## config.mk

```make
export PLATFORM = sky130hd
export DESIGN_NAME = parallel_port_sound_fifo_dac_core
export DESIGN_NICKNAME = d
export VERILOG_FILES = /design/src/design/ppsd_pkg.sv /design/src/design/parallel_port_sound_fifo_dac_core.sv /design/src/design/ppsd_ram.sv /design/src/design/ppsd_fifo.sv
export SDC_FILE = /design/constraint.sdc
export NUM_CORES = 1
export LEC_CHECK = 0
export CORE_MARGIN = 10
export CORE_UTILIZATION = 25
export CTS_CLUSTER_DIAMETER = 200
export DETAILED_ROUTE_END_ITERATION = 12
export DONT_BUFFER_PORTS = 1
export GPL_TIMING_DRIVEN = 0
export SLEW_MARGIN = 10
export SYNTH_ARGS = -nofsm -noshare
export SYNTH_HDL_FRONTEND = slang
export SYNTH_SLANG_ARGS = --single-unit
```

## constraint.sdc

```tcl
create_clock -name clock -period 6.1 [get_ports clock]
set_input_delay 0.305 -clock clock [delete_from_list [all_inputs] [get_ports clock]]
set_output_delay 0.305 -clock clock [all_outputs]
set_load 0.02 [all_outputs]
```

## src/design/ppsd_pkg.sv

```systemverilog
// shared types and constants for the parallel-port sound fifo dac
// no dependencies

package ppsd_pkg;

   // request codes of the input word
   typedef enum logic [2:0] {
      REQ_DATA        = 3'd0,
      REQ_CTRL        = 3'd1,
      REQ_STATUS      = 3'd2,
      REQ_FIFO_TICK   = 3'd3,
      REQ_SAMPLE_TICK = 3'd4
   } req_code_type;

   // sequencer states
   typedef enum logic {
      ST_IDLE = 1'b0,
      ST_POP  = 1'b1
   } seq_state_type;

   // configuration register indexes
   localparam logic REG_FIFO_MODE = 1'b0;

   localparam int unsigned BYTE_W     = 8;
   localparam int unsigned SAMPLE_W   = 13;
   localparam int unsigned STROBE_BIT = 3;
   localparam logic [BYTE_W-1:0] STATUS_FULL = 8'h40;

   // fifo commands from the sequencer
   typedef struct packed {
      logic              push;
      logic              pop;
      logic [BYTE_W-1:0] push_data;
   } fifo_cmd_type;

   // fifo flags back to the sequencer
   typedef struct packed {
      logic full;
      logic empty;
   } fifo_status_type;

endpackage

```

## src/design/parallel_port_sound_fifo_dac_core.sv

```systemverilog
// top level of the parallel-port sound fifo dac
// depends on ppsd_pkg and ppsd_fifo
//
// Usage
//   req channel: one word per bus access or tick (req_type, req_write_byte).
//   rsp channel: one word per request word, in order: rsp_status_byte,
//     rsp_sample_out and rsp_output_level (dac level after the request).
//   csr port: apb-style, register 0 bit 0 is fifo_mode, to be written by the
//     user only while idle; the block itself does not enforce this.
// Timing and throughput
//   a result is registered in the cycle after its request is taken, but a
//   popping fifo tick first waits in ST_POP for the registered ram read, with
//   req_ready low; otherwise one request is taken per cycle, barring a stall.
// Reset
//   synchronous, active high: levels, latch, control byte, pointers and
//   fill count clear; ram contents are left as they are (never read unwritten).
// Stalls
//   while rsp_valid is held and rsp_ready is low, req_ready stays low; the
//   next request is taken in the same cycle the waiting result is taken.

module parallel_port_sound_fifo_dac_core
   import ppsd_pkg::*;
#(
   parameter int unsigned FIFO_DEPTH = 16
) (
   input  logic                       clock,
   input  logic                       reset,
   // request channel
   input  logic                       req_valid,
   output logic                       req_ready,
   input  logic [2:0]                 req_type,
   input  logic [BYTE_W-1:0]          req_write_byte,
   // result channel
   output logic                       rsp_valid,
   input  logic                       rsp_ready,
   output logic [BYTE_W-1:0]          rsp_status_byte,
   output logic signed [SAMPLE_W-1:0] rsp_sample_out,
   output logic [BYTE_W-1:0]          rsp_output_level,
   // configuration port
   input  logic                       csr_psel,
   input  logic                       csr_penable,
   input  logic                       csr_pwrite,
   input  logic [2:0]                 csr_paddr,
   input  logic [31:0]                csr_pwdata,
   output logic [31:0]                csr_prdata,
   output logic                       csr_pready
);

   seq_state_type state_ff, state_in;

   logic                fifo_mode_ff, fifo_mode_in;
   logic [BYTE_W-1:0]   level_ff, level_in;
   logic [BYTE_W-1:0]   latch_ff, latch_in;
   logic [BYTE_W-1:0]   control_ff, control_in;
   logic                rsp_valid_ff, rsp_valid_in;
   logic [BYTE_W-1:0]   status_ff, status_in;
   logic [SAMPLE_W-1:0] sample_ff, sample_in;

   fifo_cmd_type        fifo_cmd;
   fifo_status_type     fifo_status;
   logic [BYTE_W-1:0]   fifo_rd_data;
   logic                accept;
   logic                strobe_fall;
   logic                csr_write;
   req_code_type        req_code;

   assign req_code = req_code_type'(req_type);

   // configuration port
   assign csr_pready = 1'b1;
   assign csr_write  = csr_psel && csr_penable && csr_pwrite && csr_pready;
   assign fifo_mode_in = (csr_write && csr_paddr[2] == REG_FIFO_MODE)
                         ? csr_pwdata[0] : fifo_mode_ff;
   assign csr_prdata = (csr_paddr[2] == REG_FIFO_MODE) ? {31'd0, fifo_mode_ff} : 32'd0;

   // sequencer next state
   always_comb begin
      state_in = state_ff;
      case (state_ff)
         ST_IDLE: begin
            if (accept && req_code == REQ_FIFO_TICK && !fifo_status.empty) begin
               state_in = ST_POP;
            end
         end
         ST_POP:  state_in = ST_IDLE;
         default: state_in = ST_IDLE;
      endcase
   end

   // sequencer outputs
   always_comb begin
      req_ready = 1'b0;
      case (state_ff)
         ST_IDLE: req_ready = !rsp_valid_ff || rsp_ready;
         ST_POP:  req_ready = 1'b0;
         default: req_ready = 1'b0;
      endcase
   end

   assign accept      = req_valid && req_ready;
   assign strobe_fall = control_ff[STROBE_BIT] && !req_write_byte[STROBE_BIT];

   // fifo commands
   always_comb begin
      fifo_cmd.push      = accept && req_code == REQ_CTRL && strobe_fall;
      fifo_cmd.pop       = accept && req_code == REQ_FIFO_TICK;
      fifo_cmd.push_data = latch_ff;
   end

   // request processing and result word
   always_comb begin
      level_in     = level_ff;
      latch_in     = latch_ff;
      control_in   = control_ff;
      rsp_valid_in = rsp_valid_ff && !rsp_ready;
      status_in    = status_ff;
      sample_in    = sample_ff;
      if (state_ff == ST_POP) begin
         level_in     = fifo_rd_data;
         rsp_valid_in = 1'b1;
         status_in    = '0;
         sample_in    = '0;
      end else if (accept) begin
         status_in = '0;
         sample_in = '0;
         case (req_code)
            REQ_DATA: begin
               if (fifo_mode_ff) begin
                  latch_in = req_write_byte;
               end else begin
                  level_in = req_write_byte;
               end
            end
            REQ_CTRL:    control_in = req_write_byte;
            REQ_STATUS:  status_in  = fifo_status.full ? STATUS_FULL : '0;
            // (level - mid) * gain, mid flips the top bit
            REQ_SAMPLE_TICK: sample_in = {~level_ff[BYTE_W-1], level_ff[BYTE_W-2:0], 5'd0};
            default: ;
         endcase
         // a popping tick delivers its word from the pop cycle
         rsp_valid_in = !(req_code == REQ_FIFO_TICK && !fifo_status.empty);
      end
   end

   always_ff @(posedge clock) begin
      if (reset) begin
         state_ff     <= ST_IDLE;
         fifo_mode_ff <= 1'b0;
         level_ff     <= '0;
         latch_ff     <= '0;
         control_ff   <= '0;
         rsp_valid_ff <= 1'b0;
      end else begin
         state_ff     <= state_in;
         fifo_mode_ff <= fifo_mode_in;
         level_ff     <= level_in;
         latch_ff     <= latch_in;
         control_ff   <= control_in;
         rsp_valid_ff <= rsp_valid_in;
      end
   end

   // result payload
   always_ff @(posedge clock) begin
      status_ff <= status_in;
      sample_ff <= sample_in;
   end

   assign rsp_valid        = rsp_valid_ff;
   assign rsp_status_byte  = status_ff;
   assign rsp_sample_out   = $signed(sample_ff);
   assign rsp_output_level = level_ff;

   // sample fifo
   ppsd_fifo #(
      .FIFO_DEPTH (FIFO_DEPTH)
   ) u_fifo (
      .clock   (clock),
      .reset   (reset),
      .cmd     (fifo_cmd),
      .status  (fifo_status),
      .rd_data (fifo_rd_data)
   );

endmodule

```

## src/design/ppsd_ram.sv

```systemverilog
// generic single-port-write, single-port-read ram with registered read
// no dependencies

module ppsd_ram #(
   parameter int unsigned WIDTH = 8,
   parameter int unsigned DEPTH = 16
) (
   input  logic                     clock,
   input  logic                     wr_en,
   input  logic [$clog2(DEPTH)-1:0] wr_addr,
   input  logic [WIDTH-1:0]         wr_data,
   input  logic [$clog2(DEPTH)-1:0] rd_addr,
   output logic [WIDTH-1:0]         rd_data
);

   logic [WIDTH-1:0] mem_ff [DEPTH];
   logic [WIDTH-1:0] rd_data_ff;

   // write port and registered read port
   always_ff @(posedge clock) begin
      if (wr_en) begin
         mem_ff[wr_addr] <= wr_data;
      end
      rd_data_ff <= mem_ff[rd_addr];
   end

   assign rd_data = rd_data_ff;

endmodule

```

## src/design/ppsd_fifo.sv

```systemverilog
// sample fifo: pointers, fill count and the backing ram
// depends on ppsd_pkg and ppsd_ram

module ppsd_fifo
   import ppsd_pkg::*;
#(
   parameter int unsigned FIFO_DEPTH = 16
) (
   input  logic              clock,
   input  logic              reset,
   input  fifo_cmd_type      cmd,
   output fifo_status_type   status,
   output logic [BYTE_W-1:0] rd_data
);

   localparam int unsigned PTR_W = $clog2(FIFO_DEPTH);
   localparam int unsigned CNT_W = $clog2(FIFO_DEPTH + 1);
   localparam logic [PTR_W-1:0] PTR_LAST = PTR_W'(FIFO_DEPTH - 1);
   localparam logic [CNT_W-1:0] CNT_FULL = CNT_W'(FIFO_DEPTH);

   logic [PTR_W-1:0] rd_ptr_ff, rd_ptr_in;
   logic [PTR_W-1:0] wr_ptr_ff, wr_ptr_in;
   logic [CNT_W-1:0] count_ff, count_in;
   logic             do_push, do_pop;

   // flags
   assign status.full  = (count_ff == CNT_FULL);
   assign status.empty = (count_ff == '0);

   assign do_push = cmd.push && !status.full;
   assign do_pop  = cmd.pop && !status.empty;

   // pointer and count update with wrap at the last entry
   always_comb begin
      rd_ptr_in = rd_ptr_ff;
      wr_ptr_in = wr_ptr_ff;
      count_in  = count_ff;
      if (do_push) begin
         wr_ptr_in = (wr_ptr_ff == PTR_LAST) ? '0 : wr_ptr_ff + 1'b1;
      end
      if (do_pop) begin
         rd_ptr_in = (rd_ptr_ff == PTR_LAST) ? '0 : rd_ptr_ff + 1'b1;
      end
      if (do_push && !do_pop) begin
         count_in = count_ff + 1'b1;
      end else if (do_pop && !do_push) begin
         count_in = count_ff - 1'b1;
      end
   end

   always_ff @(posedge clock) begin
      if (reset) begin
         rd_ptr_ff <= '0;
         wr_ptr_ff <= '0;
         count_ff  <= '0;
      end else begin
         rd_ptr_ff <= rd_ptr_in;
         wr_ptr_ff <= wr_ptr_in;
         count_ff  <= count_in;
      end
   end

   // backing store, always reading the head entry
   ppsd_ram #(
      .WIDTH (BYTE_W),
      .DEPTH (FIFO_DEPTH)
   ) u_ram (
      .clock   (clock),
      .wr_en   (do_push),
      .wr_addr (wr_ptr_ff),
      .wr_data (cmd.push_data),
      .rd_addr (rd_ptr_ff),
      .rd_data (rd_data)
   );

endmodule

```

Yosys cells after proc, flatten, opt, wreduce, memory -nomap -nowiden

Memories as Yosys holds them, arrays and structs flattened. A register that Yosys moved wholly into a read port is not among the register bits.
Cells that the tools add are included.
Widths: inputs -> output; s select.

Bits in registers: 57
Bits in writable memories: 128
Output and inout port bits: 64
Memories: 1

Add/sub/neg operators: 4
Eq/ne operators: 8
Multiplexer cells: 19
Bitwise operators: 3
Reductions and logical operators: 31

Memories:

| memory              | words | bits a word | read ports | clocked after Yosys merged registers in | wr ports | line           | text |
|---|---|---|---|---|---|---|---|
| u_fifo.u_ram.mem_ff | 16    | 8           | 1          | 1                                       | 1        | ppsd_ram.sv:16 | `logic [WIDTH-1:0] mem_ff [DEPTH];` |

Operators with widths:

| kind                | count |
|---|---|
| $mux 8              | 4 |
| $logic_and 1x1->1   | 14 |
| $mux 7              | 2 |
| $mux 13             | 1 |
| $mux 5              | 2 |
| $add 4x1->4 const B | 2 |
| $eq 4x4->1 const B  | 2 |
| $logic_not 1->1     | 8 |
| $mux 4              | 2 |
| $eq 3x2->1 const B  | 2 |
| $mux 1              | 6 |
| $reduce_and 3->1    | 2 |
| $reduce_bool 2->1   | 3 |
| $add 5x1->5 const B | 1 |
| $eq 5x5->1 const B  | 1 |
| $logic_not 5->1     | 1 |
| $sub 5x1->5 const B | 1 |
| $pmux 1 s2          | 2 |
| $reduce_and 4->1    | 1 |
| $eq 3x1->1 const B  | 1 |
| $eq 3x3->1 const B  | 1 |
| $logic_not 3->1     | 1 |
| $not 1->1           | 3 |
| $ne 2x2->1 const B  | 1 |
| $logic_or 1x1->1    | 1 |

Depth between registers and ports, before layout

Gate-level depths: netlist of run 1.

Word-level depth: 11
Mapped depth: 12
Gate-level depth less buffers: 11

Hierarchy

From an unflattened synthesis of run 1, not the netlist that was laid out.

Cells, all modules: 522
Area, all modules: 7,646.1 µm²

Modules (own cells, without submodules):

| module                            | times used | cells an instance | area an instance (µm²) | sequential area each (µm²) |
|---|---|---|---|---|
| ppsd_ram                          | 1          | 229               | 5,147.4                | 4,003.8 |
| parallel_port_sound_fifo_dac_core | 1          | 208               | 1,731.7                | 580.6 |
| ppsd_fifo                         | 1          | 85                | 767.0                  | 260.2 |

Least setup slack after synthesis of run 1

Ideal clock, no wire load.

Path kind: register -> register
Start point: register rsp_valid_ff, in the netlist rsp_valid
End point: register u_fifo.count_ff[4]
Setup time: 0.121 ns
Arrival: 2.849 ns
Setup slack: 3.130 ns
Stages on the path, launching flop included: 12
Period minus slack after synthesis: 2.970 ns
Cells stage by stage: dfxtp_1 > nor2b_1 > buf_2 > nor4_2 > and3_1 > ha_1 > inv_1 > ha_1 > a21oi_1 > a211oi_1 > a31oi_1 > mux2_2

Longest elaborated chain between the ends: 10
Elaborated cells between the ends (all ways): 15

Ends and longest elaborated chain:

| element                             | line                                     | text |
|---|---|---|
| start, declared                     | parallel_port_sound_fifo_dac_core.sv:55  | `logic rsp_valid_ff, rsp_valid_in;` |
| start signal, assigned              | parallel_port_sound_fifo_dac_core.sv:159 | `rsp_valid_ff <= rsp_valid_in;` |
| $logic_not 1->1 (*)                 | parallel_port_sound_fifo_dac_core.sv:94  | `ST_IDLE: req_ready = !rsp_valid_ff \|\| rsp_ready;` |
| $logic_or 1x1->1 (*)                | parallel_port_sound_fifo_dac_core.sv:94  |  |
| $pmux 1 s2 (*)                      | parallel_port_sound_fifo_dac_core.sv:93  | `case (state_ff)` |
| $logic_and 1x1->1 (*)               | parallel_port_sound_fifo_dac_core.sv:100 | `assign accept = req_valid && req_ready;` |
| $logic_and 1x1->1 (*) (2 in series) | parallel_port_sound_fifo_dac_core.sv:105 | `fifo_cmd.push = accept && req_code == REQ_CTRL && strobe_fall;` |
| $logic_and 1x1->1 (*)               | ppsd_fifo.sv:30                          | `assign do_push = cmd.push && !status.full;` |
| net u_fifo.do_push                  | ppsd_fifo.sv:24                          | `logic do_push, do_pop;` |
| $logic_not 1->1                     | ppsd_fifo.sv:46                          | `end else if (do_pop && !do_push) begin` |
| $logic_and 1x1->1                   | ppsd_fifo.sv:46                          |  |
| $reduce_bool 2->1 (no source line)  | --                                       |  |
| end signal, assigned                | ppsd_fifo.sv:59                          | `count_ff <= count_in;` |
| end, declared                       | ppsd_fifo.sv:23                          | `logic [CNT_W-1:0] count_ff, count_in;` |

Mark *: on every way through the listed nets, which the timed path passes. The rest lies on a longest branch.
A chain may end at the register's enable or synchronous reset.

Worst setup path after layout of run 1

Start point: register u_fifo.count_ff[0]
End point: register u_fifo.count_ff[4]

Longest elaborated chain between the ends: 6
Elaborated cells between the ends (all ways): 15

Ends and longest elaborated chain:

| element                            | line            | text |
|---|---|---|
| $eq 5x5->1 (*)                     | ppsd_fifo.sv:27 | `assign status.full = (count_ff == CNT_FULL);` |
| $logic_not 1->1 (*)                | ppsd_fifo.sv:30 |  |
| $logic_and 1x1->1 (*)              | ppsd_fifo.sv:30 |  |
| net u_fifo.do_push                 | ppsd_fifo.sv:24 |  |
| $logic_not 1->1                    | ppsd_fifo.sv:46 |  |
| $logic_and 1x1->1                  | ppsd_fifo.sv:46 |  |
| $reduce_bool 2->1 (no source line) | --              |  |

Mark *: on every way through the listed nets, which the timed path passes. The rest lies on a longest branch. The select of a mux whose other input is x is not followed.

==> results.json, run 1 <==
{
  "status": "finished clean",
  "hp-start": "req_write_byte[3]",
  "grt_pass1_vias": 4065,
  "clk_pin_slew_ns": 0.07,
  "pwr-share-seq_pct": 54.8,
  "synth-seq-cells": 178,
  "power_w": 0.002351,
  "viasPerCell": 4.331,
  "path_common_cell": "ha_1",
  "cts.sinks": 178,
  "cts_made_buffers": 17,
  "grt_usage_pct": 9.007,
  "cpLargestDelayFamily": "simple AND/OR/NAND/NOR gates",
  "die_x_um": 192.0,
  "reg2reg_from": "u_fifo.count_ff[0]",
  "cts_tree": "built",
  "hold_violations": 0,
  "drt-total-wl_um": 16180,
  "hold_ws_ns": 0.02685,
  "switching_share_pct": 20.93,
  "crit_slowest_cell": "nor4_1",
  "yosysTopAreaCell": "edfxtp_1",
  "cts_buffer_depth": 2,
  "slew_violations": 0,
  "syn_to_final_growth_pct": 15.92,
  "cts_hold_buf": 0,
  "ys_types": 50,
  "ys_warn_count": 0,
  "fillers": 2860,
  "die_h_um": 192.0,
  "core_area_um2": 28940,
  "synth_edf_count": 128,
  "hold_path.class": "primary input to flop",
  "wl_per_cell_um": 17.10,
  "clkLatencyLatePin_ns": 0.42,
  "post-cts-setup-buffers": 0,
  "syn_area_per_cell_um2": 15.06,
  "switching_power_w": 0.0004922,
  "multiInputGateArea_um2": 2260,
  "fmax_mhz": 281.5,
  "ios": 117,
  "start_util_pct": 25.55,
  "seq_area_um2": 4845,
  "slowest_delay_ns": 0.86,
  "critical_path.max_fanout": 6,
  "ir_drop_v": 0.0001616,
  "postSynthCellCount": 491,
  "combPwrFrac_pct": 3.0,
  "cts_resized": 0,
  "timing.max_cap.violations": 0,
  "ys.flop_type": "edfxtp_1",
  "skew_ns": 0.005993,
  "drt_iter0_markers": 224,
  "rsz0062_at_grt": "no",
  "pwr-share-clk_pct": 42.2,
  "syn_area_um2": 7393,
  "grt.overflow.total": 0,
  "crit_path_start": "u_fifo.count_ff[0]",
  "ant_nets": 0,
  "cp.buffers_inverters": 1,
  "synth_async_sr_flop_share_pct": 0,
  "p_leak_nw": 3.174,
  "cts-root-buf": "clkbuf_16",
  "cp_data_arrival_time_ns": 3.87,
  "fin_setup_tns_ns": 0,
  "period_minus_slack_ns": 3.552,
  "detailed_place_hpwl_um": 11210,
  "row_count": 62,
  "via_count": 4097,
  "endpoint_kind": "flop",
  "setup_viol": 0,
  "cp_cell_sequence": "nor4_1 > nand2_1 > and3_1 > ha_1 > inv_1 > ha_1 > a21oi_1 > a211oi_1 > a31oi_1 > mux2_2",
  "worst_ep_required_time_ns": 6.41,
  "drive_above_1_share_pct": 21.71,
  "grt_max_degree": 18,
  "drc": 0,
  "antenna_found_initial": 0,
  "dieArea_um2": 36850,
  "synthTopCellsByArea": "edfxtp_1 52%, dfxtp_1 14%, mux4_2 9.7%",
  "synthTopCellsByCount": "128 x edfxtp_1, 50 x dfxtp_1, 45 x nor2_1, 44 x buf_4, 32 x mux4_2",
  "num-nets-final": 616,
  "min_period_over_period_pct": 58.23,
  "worstMarginPinSlew_ns": 0.9853,
  "power_density_nw_per_um2": 274.3,
  "yosysSeqAreaShare_pct": 65.53,
  "grt_pass1_wl_um": 24900,
  "place.gp.congestion": 0.7504,
  "dr.pass1.iters": 4,
  "critical_path_class": "flop to flop",
  "synth_top_area_share_pct": 51.99,
  "fin_ws_ns": 2.548,
  "yosysMostFrequentCell": "edfxtp_1",
  "h-tree-depth": 4,
  "slew_headroom_pct": 33.71,
  "cp-start-kind": "flop",
  "dp_slack_ns": 2.651,
  "port_buffers": 0,
  "diodes": 0,
  "power.internal_w": 0.001859
}
==> layout make-up <==
cell class	instances	area share, %
Sequential cell	178	56.53
Multi-Input combinational cell	278	26.36
Tap cell	384	5.606
Clock buffer	18	5.007
Buffer	64	4.876
Clock inverter	11	1.051
Inverter	13	0.5693
==> cell usage in the layout (no fill, tap or decap), drive strengths merged, types with 4 or more instances in the layout <==
cell,n
conb,44
edfxtp,128
ha,10
nor4,5
nand2,17
o21ai,5
dfxtp,50
nand2b,7
clkinvlp,4
inv,15
mux2i,15
clkbuf,30
nand3,6
nor3,4
a22o,8
nor2,45
mux4,32
buf,52
a21oi,16
nor2b,5
a22oi,16
nand4,5
clkinv,4
a211oi,8
==> stage by stage <==
stage	cells	instance area [um2]	util [%]
2_1_floorplan	533	7551	-
3_3_place_gp	917	8031	27.76
3_5_place_dp	917	8051	27.83
4_1_cts	946	8571	29.62
5_1_grt	946	8571	29.62
6_report	946	8571	29.62
==> final timing paths <==
path                              to  slack (ns)  depth (start not counted)
setup / recovery  u_fifo.count_ff[4]        2.55                         10
setup reg to reg  u_fifo.count_ff[4]        2.55                         10
hold / removal         control_ff[3]        0.03                          2
hold reg to reg        control_ff[3]        0.45                          2
==> power by group through the flow <==
| stage | clock (W) | sequential (W) | combinational (W) |
|---|---|---|---|
| finish | 0.000991 | 0.00129 | 0.0000716 |
| global route | 0.00106 | 0.00129 | 0.0000782 |
| CTS | 0.00101 | 0.00129 | 0.0000695 |
| detailed placement | 0 | 0.00131 | 0.0000695 |
| global placement | 0 | 0.00131 | 0.0000692 |
| floorplan | 0 | 0.00131 | 0.0000637 |
==> routing by layer <==
metal / wire, um / track usage (%)
met1: 7083 / 11.46
met2: 7500 / 13.90
met3: 1439 / 3.337
met4: 155 / 2.952
met5: 0 / 0
==> state kept, by name, summed over array words and instances, names as in the netlist <==
signal and count:
u_fifo.rd_ptr_ff 4, rsp_status_byte 1, fifo_mode_ff 1, rsp_valid 1
u_fifo.wr_ptr_ff 4, rsp_sample_out 8, control_ff 1, u_fifo.count_ff 5
rsp_output_level 8, latch_ff 8, state_ff 1, u_fifo.u_ram.mem_ff 128
u_fifo.u_ram.rd_data 8
==> logic make-up (layout without fill, tap and decap cells) <==
group	count (synthesis)	in the layout	share of synthesized area [%]
simple gates	105	105	7.395
buf+inv	77	106	6.312
compound gates	67	67	6.414
mux	48	48	11.93
other cells	2	44	0.1016
xor+xnor	3	3	0.3555
fa+ha+maj	11	11	1.963
flops	178	178	65.53
==> worst reg2reg max path: cells and delay by family, from the launching register on <==
family,cells,cell delay (ns)
multiplexers,1,0.36
flip-flops,1,0.35
AO/OA/AOI/OAI,3,0.52
buffers and inverters,1,0.17
adder cells (fa/ha/maj),2,0.54
AND/OR/NAND/NOR,3,1.52
Note: power is estimated with default switching activity, not from simulation.
==> run 2, diff against run 1 <==
--- a/config.mk
+++ b/config.mk
@@ -5,6 +5,7 @@
 export SDC_FILE = /design/constraint.sdc
 export NUM_CORES = 1
 export LEC_CHECK = 0
+export ABC_AREA = 1
 export CORE_MARGIN = 10
 export CORE_UTILIZATION = 25
 export CTS_CLUSTER_DIAMETER = 200
==> constraint.sdc (replaced) <==
create_clock -name clock -period 3.3 [get_ports clock]
set_input_delay 0.165 -clock clock [delete_from_list [all_inputs] [get_ports clock]]
set_output_delay 0.165 -clock clock [all_outputs]
set_load 0.02 [all_outputs]
==> results.json, run 2 <==
{
  "status": "finished, violations left",
  "violations": "hold timing",
  "syn_to_final_growth_pct": 17.63,
  "cts_hold_buf": 14,
  "crit_slowest_cell": "dfxtp_1",
  "syn_area_um2": 7807,
  "period_minus_slack_ns": 2.560,
  "ys.flop_type": "edfxtp_1",
  "worst_ep_required_time_ns": 3.59,
  "diodes": 0,
  "top_register": "u_fifo.u_ram.mem_ff",
  "die_x_um": 196.7,
  "postSynthCellCount": 791,
  "yosysSeqAreaShare_pct": 62.05,
  "timing.max_cap.violations": 0,
  "power_density_nw_per_um2": 490.8,
  "cp_data_arrival_time_ns": 2.85,
  "endpoint_kind": "flop",
  "ys_types": 31,
  "pwr-share-seq_pct": 52.9,
  "grt_pass1_vias": 5324,
  "slew_headroom_pct": 36.72,
  "synth_async_sr_flop_share_pct": 0,
  "cts.sinks": 178,
  "dieArea_um2": 38700,
  "start_util_pct": 25.46,
  "p_leak_nw": 3.763,
  "slew_violations": 0,
  "crit_end": "u_fifo.count_ff[4]",
  "cp-start-kind": "flop",
  "viasPerCell": 4.205,
  "synthTopCellsByCount": "172 x nor2_1, 128 x edfxtp_1, 128 x nand2_1, 80 x o21ai_0, 50 x dfxtp_1",
  "row_count": 64,
  "ant_nets": 0,
  "grt_pass1_wl_um": 29980,
  "grt.overflow.total": 0,
  "skew_ns": 0.01280,
  "cp_cell_sequence": "nand2_1 > nand3_4 > nor2_8 > nand2_2 > clkinv_2 > ha_1 > inv_1 > ha_1 > a21oi_1 > nand2_1 > nand2_1 > nand2_1 > nand2_1 > a21oi_1",
  "crit_path_start": "rsp_valid",
  "dr.pass1.iters": 5,
  "rr_worst_depth": 14,
  "rrSetupSlack_ns": 0.74,
  "cts_made_buffers": 17,
  "post-cts-setup-buffers": 0,
  "via_count": 5362,
  "path_common_cell": "nand2_1",
  "num-nets-final": 930,
  "pwr-share-clk_pct": 43.6,
  "stdcell_count": 1275,
  "dp_cells": 1229,
  "cts-root-buf": "clkbuf_16",
  "worstMarginPinSlew_ns": 0.9457,
  "min_period_over_period_pct": 77.57,
  "rsz0062_at_grt": "no",
  "r2r-end": "u_fifo.count_ff[4]",
  "clk_pin_slew_ns": 0.07,
  "grt_usage_pct": 9.780,
  "cts_buffer_depth": 2,
  "critical_path.max_fanout": 9,
  "die_h_um": 196.7,
  "fin_ws_ns": 0.7402,
  "synthTopCellsByArea": "edfxtp_1 49%, dfxtp_1 13%, nor2_1 8.3%",
  "clkLatencyLatePin_ns": 0.44,
  "cts_resized": 0,
  "antenna_found_initial": 0,
  "ys_warn_count": 0,
  "fmax_mhz": 390.7,
  "synth_edf_count": 128,
  "slowest_delay_ns": 0.38,
  "final_cell_mix": "172 x nor2_1, 128 x nand2_1, 128 x edfxtp_1",
  "synth-seq-cells": 178,
  "yosysMostFrequentCell": "nor2_1",
  "drive_above_1_share_pct": 11.60,
  "reg2reg_from": "rsp_valid",
  "yosysTopAreaCell": "edfxtp_1",
  "hold_violations": 1,
  "wl_per_cell_um": 14.79,
  "fin_setup_tns_ns": 0,
  "hold_path.class": "primary input to flop",
  "hold_ws_ns": -0.003094,
  "synth_top_area_share_pct": 49.23,
  "port_buffers": 0,
  "hp-start": "req_write_byte[1]",
  "syn_area_per_cell_um2": 9.870,
  "dp_slack_ns": 0.7527,
  "switching_share_pct": 20.81,
  "core_area_um2": 30670,
  "mostFrequentLayoutCell": "nor2_1",
  "critical_path_class": "flop to flop",
  "grt_max_degree": 18,
  "switching_power_w": 0.0009379,
  "h-tree-depth": 4,
  "ir_drop_v": 0.0002263,
  "drc": 0,
  "detailed_place_hpwl_um": 13230,
  "largest_register_ffs": 128,
  "combPwrFrac_pct": 3.5,
  "cts_tree": "built",
  "power.internal_w": 0.003570,
  "place.gp.congestion": 0.8770,
  "drt-total-wl_um": 18860,
  "setup_viol": 0,
  "ios": 117,
  "drt_iter0_markers": 395
}
## run 2: changes by cell type in the layout (fill, tap and decap cells not counted), sizes merged, moves of 32 or more
cell   previous run  this run
nand3             6        40
nor2             45       173
inv              15        51
nand2            17       135
o21ai             5        80
mux4             32         0
## run 2: worst min path at each step
stage,endpoint,slack (ns),cells after the start
2_1_floorplan,rsp_output_level[2],0.30,2
3_3_place_gp,control_ff[3],0.31,2
3_5_place_dp,rsp_output_level[2],0.31,2
4_1_cts,rsp_output_level[5],0.005,4
5_1_grt,rsp_output_level[5],0.02,4
6_report,rsp_output_level[1],-0.003,2
## run 2: cell type report
cell class	count	area, um2
Buffer	72	470.5
Clock buffer	25	539.3
Clock inverter	7	43.79
Fill cell	3166	21490
Inverter	49	185.2
Multi-Input combinational cell	534	2465
Sequential cell	178	4845
Tap cell	396	495.5
Timing Repair Buffer	14	140.1
## run 2: worst max-delay path: cells and delay by family, from the launching register on
family	cells	cell delay (ns)
compound gates	2	0.29
flops	1	0.38
buf+inv	2	0.24
simple gates	8	0.86
fa+ha+maj	2	0.64
## run 2: cells by family after synthesis
kind of cell             Yosys count  share of synthesized area (%)
adder cells (fa/ha/maj)           11                          1.859
AO/OA/AOI/OAI                    114                          7.564
XOR/XNOR                           5                         0.5610
flip-flops                       178                          62.05
other                              2                        0.09619
AND/OR/NAND/NOR                  360                          19.47
buffers and inverters            121                          8.397
## run 2: power by group through the flow
stage | Sequential, W | Combinational, W | Clock, W
5_1_grt | 0.00238 | 0.000173 | 0.00208
2_1_floorplan | 0.00243 | 0.000125 | 0
4_1_cts | 0.00238 | 0.000153 | 0.00198
3_5_place_dp | 0.00243 | 0.000139 | 0
3_3_place_gp | 0.00243 | 0.000138 | 0
6_report | 0.00238 | 0.000158 | 0.00197
## run 2: per-layer routing
metal,vias up,share of wire [%],global-route usage (%)
met5,-,0,0
met4,0,1.2,2.666
met3,25,6.7,3.004
met2,147,47,16.22
met1,2486,45,12.04
li1,2704,-,-
## run 2: through the flow
stage	util [%]	area [um2]	total power (W)
after floorplan	-	7965	0.002554
after global placement	27.59	8461	0.002569
after detailed placement	27.59	8461	0.002570
after CTS	29.94	9184	0.004521
after global routing	29.94	9184	0.004635
final	29.94	9184	0.004508
==> run 3, diff against run 2 <==
==> constraint.sdc (replaced) <==
create_clock -name clock -period 2.3 [get_ports clock]
set_input_delay 0.115 -clock clock [delete_from_list [all_inputs] [get_ports clock]]
set_output_delay 0.115 -clock clock [all_outputs]
set_load 0.02 [all_outputs]
==> results.json, run 3 (synthesis results as in run 2) <==
{
  "status": "finished clean",
  "hold_end": "rsp_sample_out[6]",
  "slew_violations": 0,
  "num-nets-final": 933,
  "setup_viol": 0,
  "start_util_pct": 25.46,
  "cts-root-buf": "clkbuf_16",
  "rrSetupSlack_ns": 0.16,
  "switching_power_w": 0.001354,
  "reg2reg_from": "rsp_valid",
  "h-tree-depth": 4,
  "combPwrFrac_pct": 3.6,
  "dieArea_um2": 38700,
  "die_h_um": 196.7,
  "antenna_found_initial": 0,
  "via_count": 5399,
  "clk_pin_slew_ns": 0.07,
  "whs_path_depth": 2,
  "crit_slowest_cell": "nor2_1",
  "slowest_delay_ns": 0.65,
  "hold_path.class": "primary input to flop",
  "mostFrequentLayoutCell": "nor2_1",
  "drive_above_1_share_pct": 13.61,
  "cts_made_buffers": 17,
  "wl_per_cell_um": 14.78,
  "p_leak_nw": 3.772,
  "critical_path_class": "flop to flop",
  "rsz0062_at_grt": "yes",
  "min_period_over_period_pct": 93.18,
  "grt.overflow.total": 0,
  "cp_cell_sequence": "nand2_1 > nand3_4 > nor2_8 > buf_4 > nand3_1 > nor2_1",
  "power.internal_w": 0.005125,
  "cp-start-kind": "flop",
  "grt_pass1_vias": 5334,
  "grt_max_degree": 18,
  "ir_drop_v": 0.0003239,
  "syn_to_final_growth_pct": 18.81,
  "cts.sinks": 178,
  "worst_ep_required_time_ns": 2.36,
  "detailed_place_hpwl_um": 13230,
  "drc": 0,
  "grt_usage_pct": 9.737,
  "hp-start": "req_type[2]",
  "diodes": 0,
  "switching_share_pct": 20.89,
  "drt-total-wl_um": 18890,
  "timing.max_cap.violations": 0,
  "cts_buffer_depth": 2,
  "top_register": "u_fifo.u_ram.mem_ff",
  "core_area_um2": 30670,
  "largest_register_ffs": 128,
  "period_minus_slack_ns": 2.143,
  "grt_pass1_wl_um": 29950,
  "design_area_um2": 9276,
  "final_cell_mix": "169 x nor2_1, 128 x nand2_1, 128 x edfxtp_1",
  "pwr-share-clk_pct": 43.6,
  "pwr-share-seq_pct": 52.8,
  "critical_path.max_fanout": 8,
  "die_x_um": 196.7,
  "cts_tree": "built",
  "rr_worst_depth": 6,
  "skew_ns": 0.01092,
  "fmax_mhz": 466.6,
  "ios": 117,
  "ant_nets": 0,
  "fin_setup_tns_ns": 0,
  "place_area_um2": 8461,
  "hold_violations": 0,
  "cp_data_arrival_time_ns": 2.20,
  "worstMarginPinSlew_ns": 0.8368,
  "place.gp.congestion": 0.8770,
  "slew_headroom_pct": 44.01,
  "port_buffers": 0,
  "endpoint_kind": "flop",
  "dr.pass1.iters": 5,
  "clkLatencyLatePin_ns": 0.43,
  "fin_util_pct": 30.25,
  "viasPerCell": 4.225,
  "r2r-end": "u_fifo.u_ram.mem_ff[7][5]",
  "row_count": 64,
  "power_density_nw_per_um2": 698.4,
  "drt_iter0_markers": 397
}
[run 3: worst max path at each step]
stage / start / to / cells past startpoint
floorplan: rsp_valid / u_fifo.count_ff[4] / 14
global placement: state_ff / u_fifo.count_ff[4] / 14
detailed placement: rsp_valid / u_fifo.count_ff[4] / 14
CTS: rsp_valid / u_fifo.u_ram.mem_ff[11][1] / 6
global route: state_ff / u_fifo.count_ff[4] / 12
finish: rsp_valid / u_fifo.u_ram.mem_ff[7][5] / 6
[run 3: timing repair]
action,in CTS,in global routing
setup endpoints to repair,11,22
gates resized for setup,11,11
cloned,0,0
hold buffers,15,0
endpoints found under the hold margin,21,0
pin swaps,2,5
buffers inserted,1,1
[run 3: cell type report]
cell class / count / area, um2
repair buffers: 17 / 165.2
plain buffers: 72 / 470.5
flip-flops and latches: 178 / 4851
clock inverters: 7 / 43.79
well taps: 396 / 495.5
inverters: 49 / 188.9
fillers: 3163 / 21390
clock buffers: 25 / 539.3
multi-input cells: 534 / 2522
[run 3: worst max-delay path, delay by kind of cell, from the launching register on]
kind	cells	cell delay, ns
AND/OR/NAND/NOR	5	1.24
flip-flops	1	0.36
buffers and inverters	1	0.17
[run 3: power by group through the flow]
stage | Sequential [W] | Combinational, W | Clock (W)
finish | 0.00342 | 0.000233 | 0.00283
global route | 0.00342 | 0.000255 | 0.00298
CTS | 0.00342 | 0.000224 | 0.00285
detailed placement | 0.00349 | 0.000199 | 0
global placement | 0.00349 | 0.000198 | 0
floorplan | 0.00348 | 0.000180 | 0
[run 3: per-stage QoR]
| stage | hold WS (ns) | setup WS [ns] | power (W) | cells |
|---|---|---|---|---|
| after floorplan | 0.2499 | 0.06532 | 0.003664 | 833 |
| after global placement | 0.2595 | -0.2103 | 0.003686 | 1229 |
| after detailed placement | 0.2628 | -0.2473 | 0.003688 | 1229 |
| after CTS | 0.03066 | 0.01376 | 0.006491 | 1277 |
| after global routing | 0.03954 | 0.001403 | 0.006655 | 1278 |
| final | 0.03393 | 0.1569 | 0.006479 | 1278 |
[run 3: layer usage]
metal,global-route usage [%],vias to the layer above,share of wire [%]
met4,2.666,0,1.2
met2,16.21,145,47
met1,11.95,2513,45
met5,0,-,0
met3,2.970,23,6.7
li1,-,2718,-
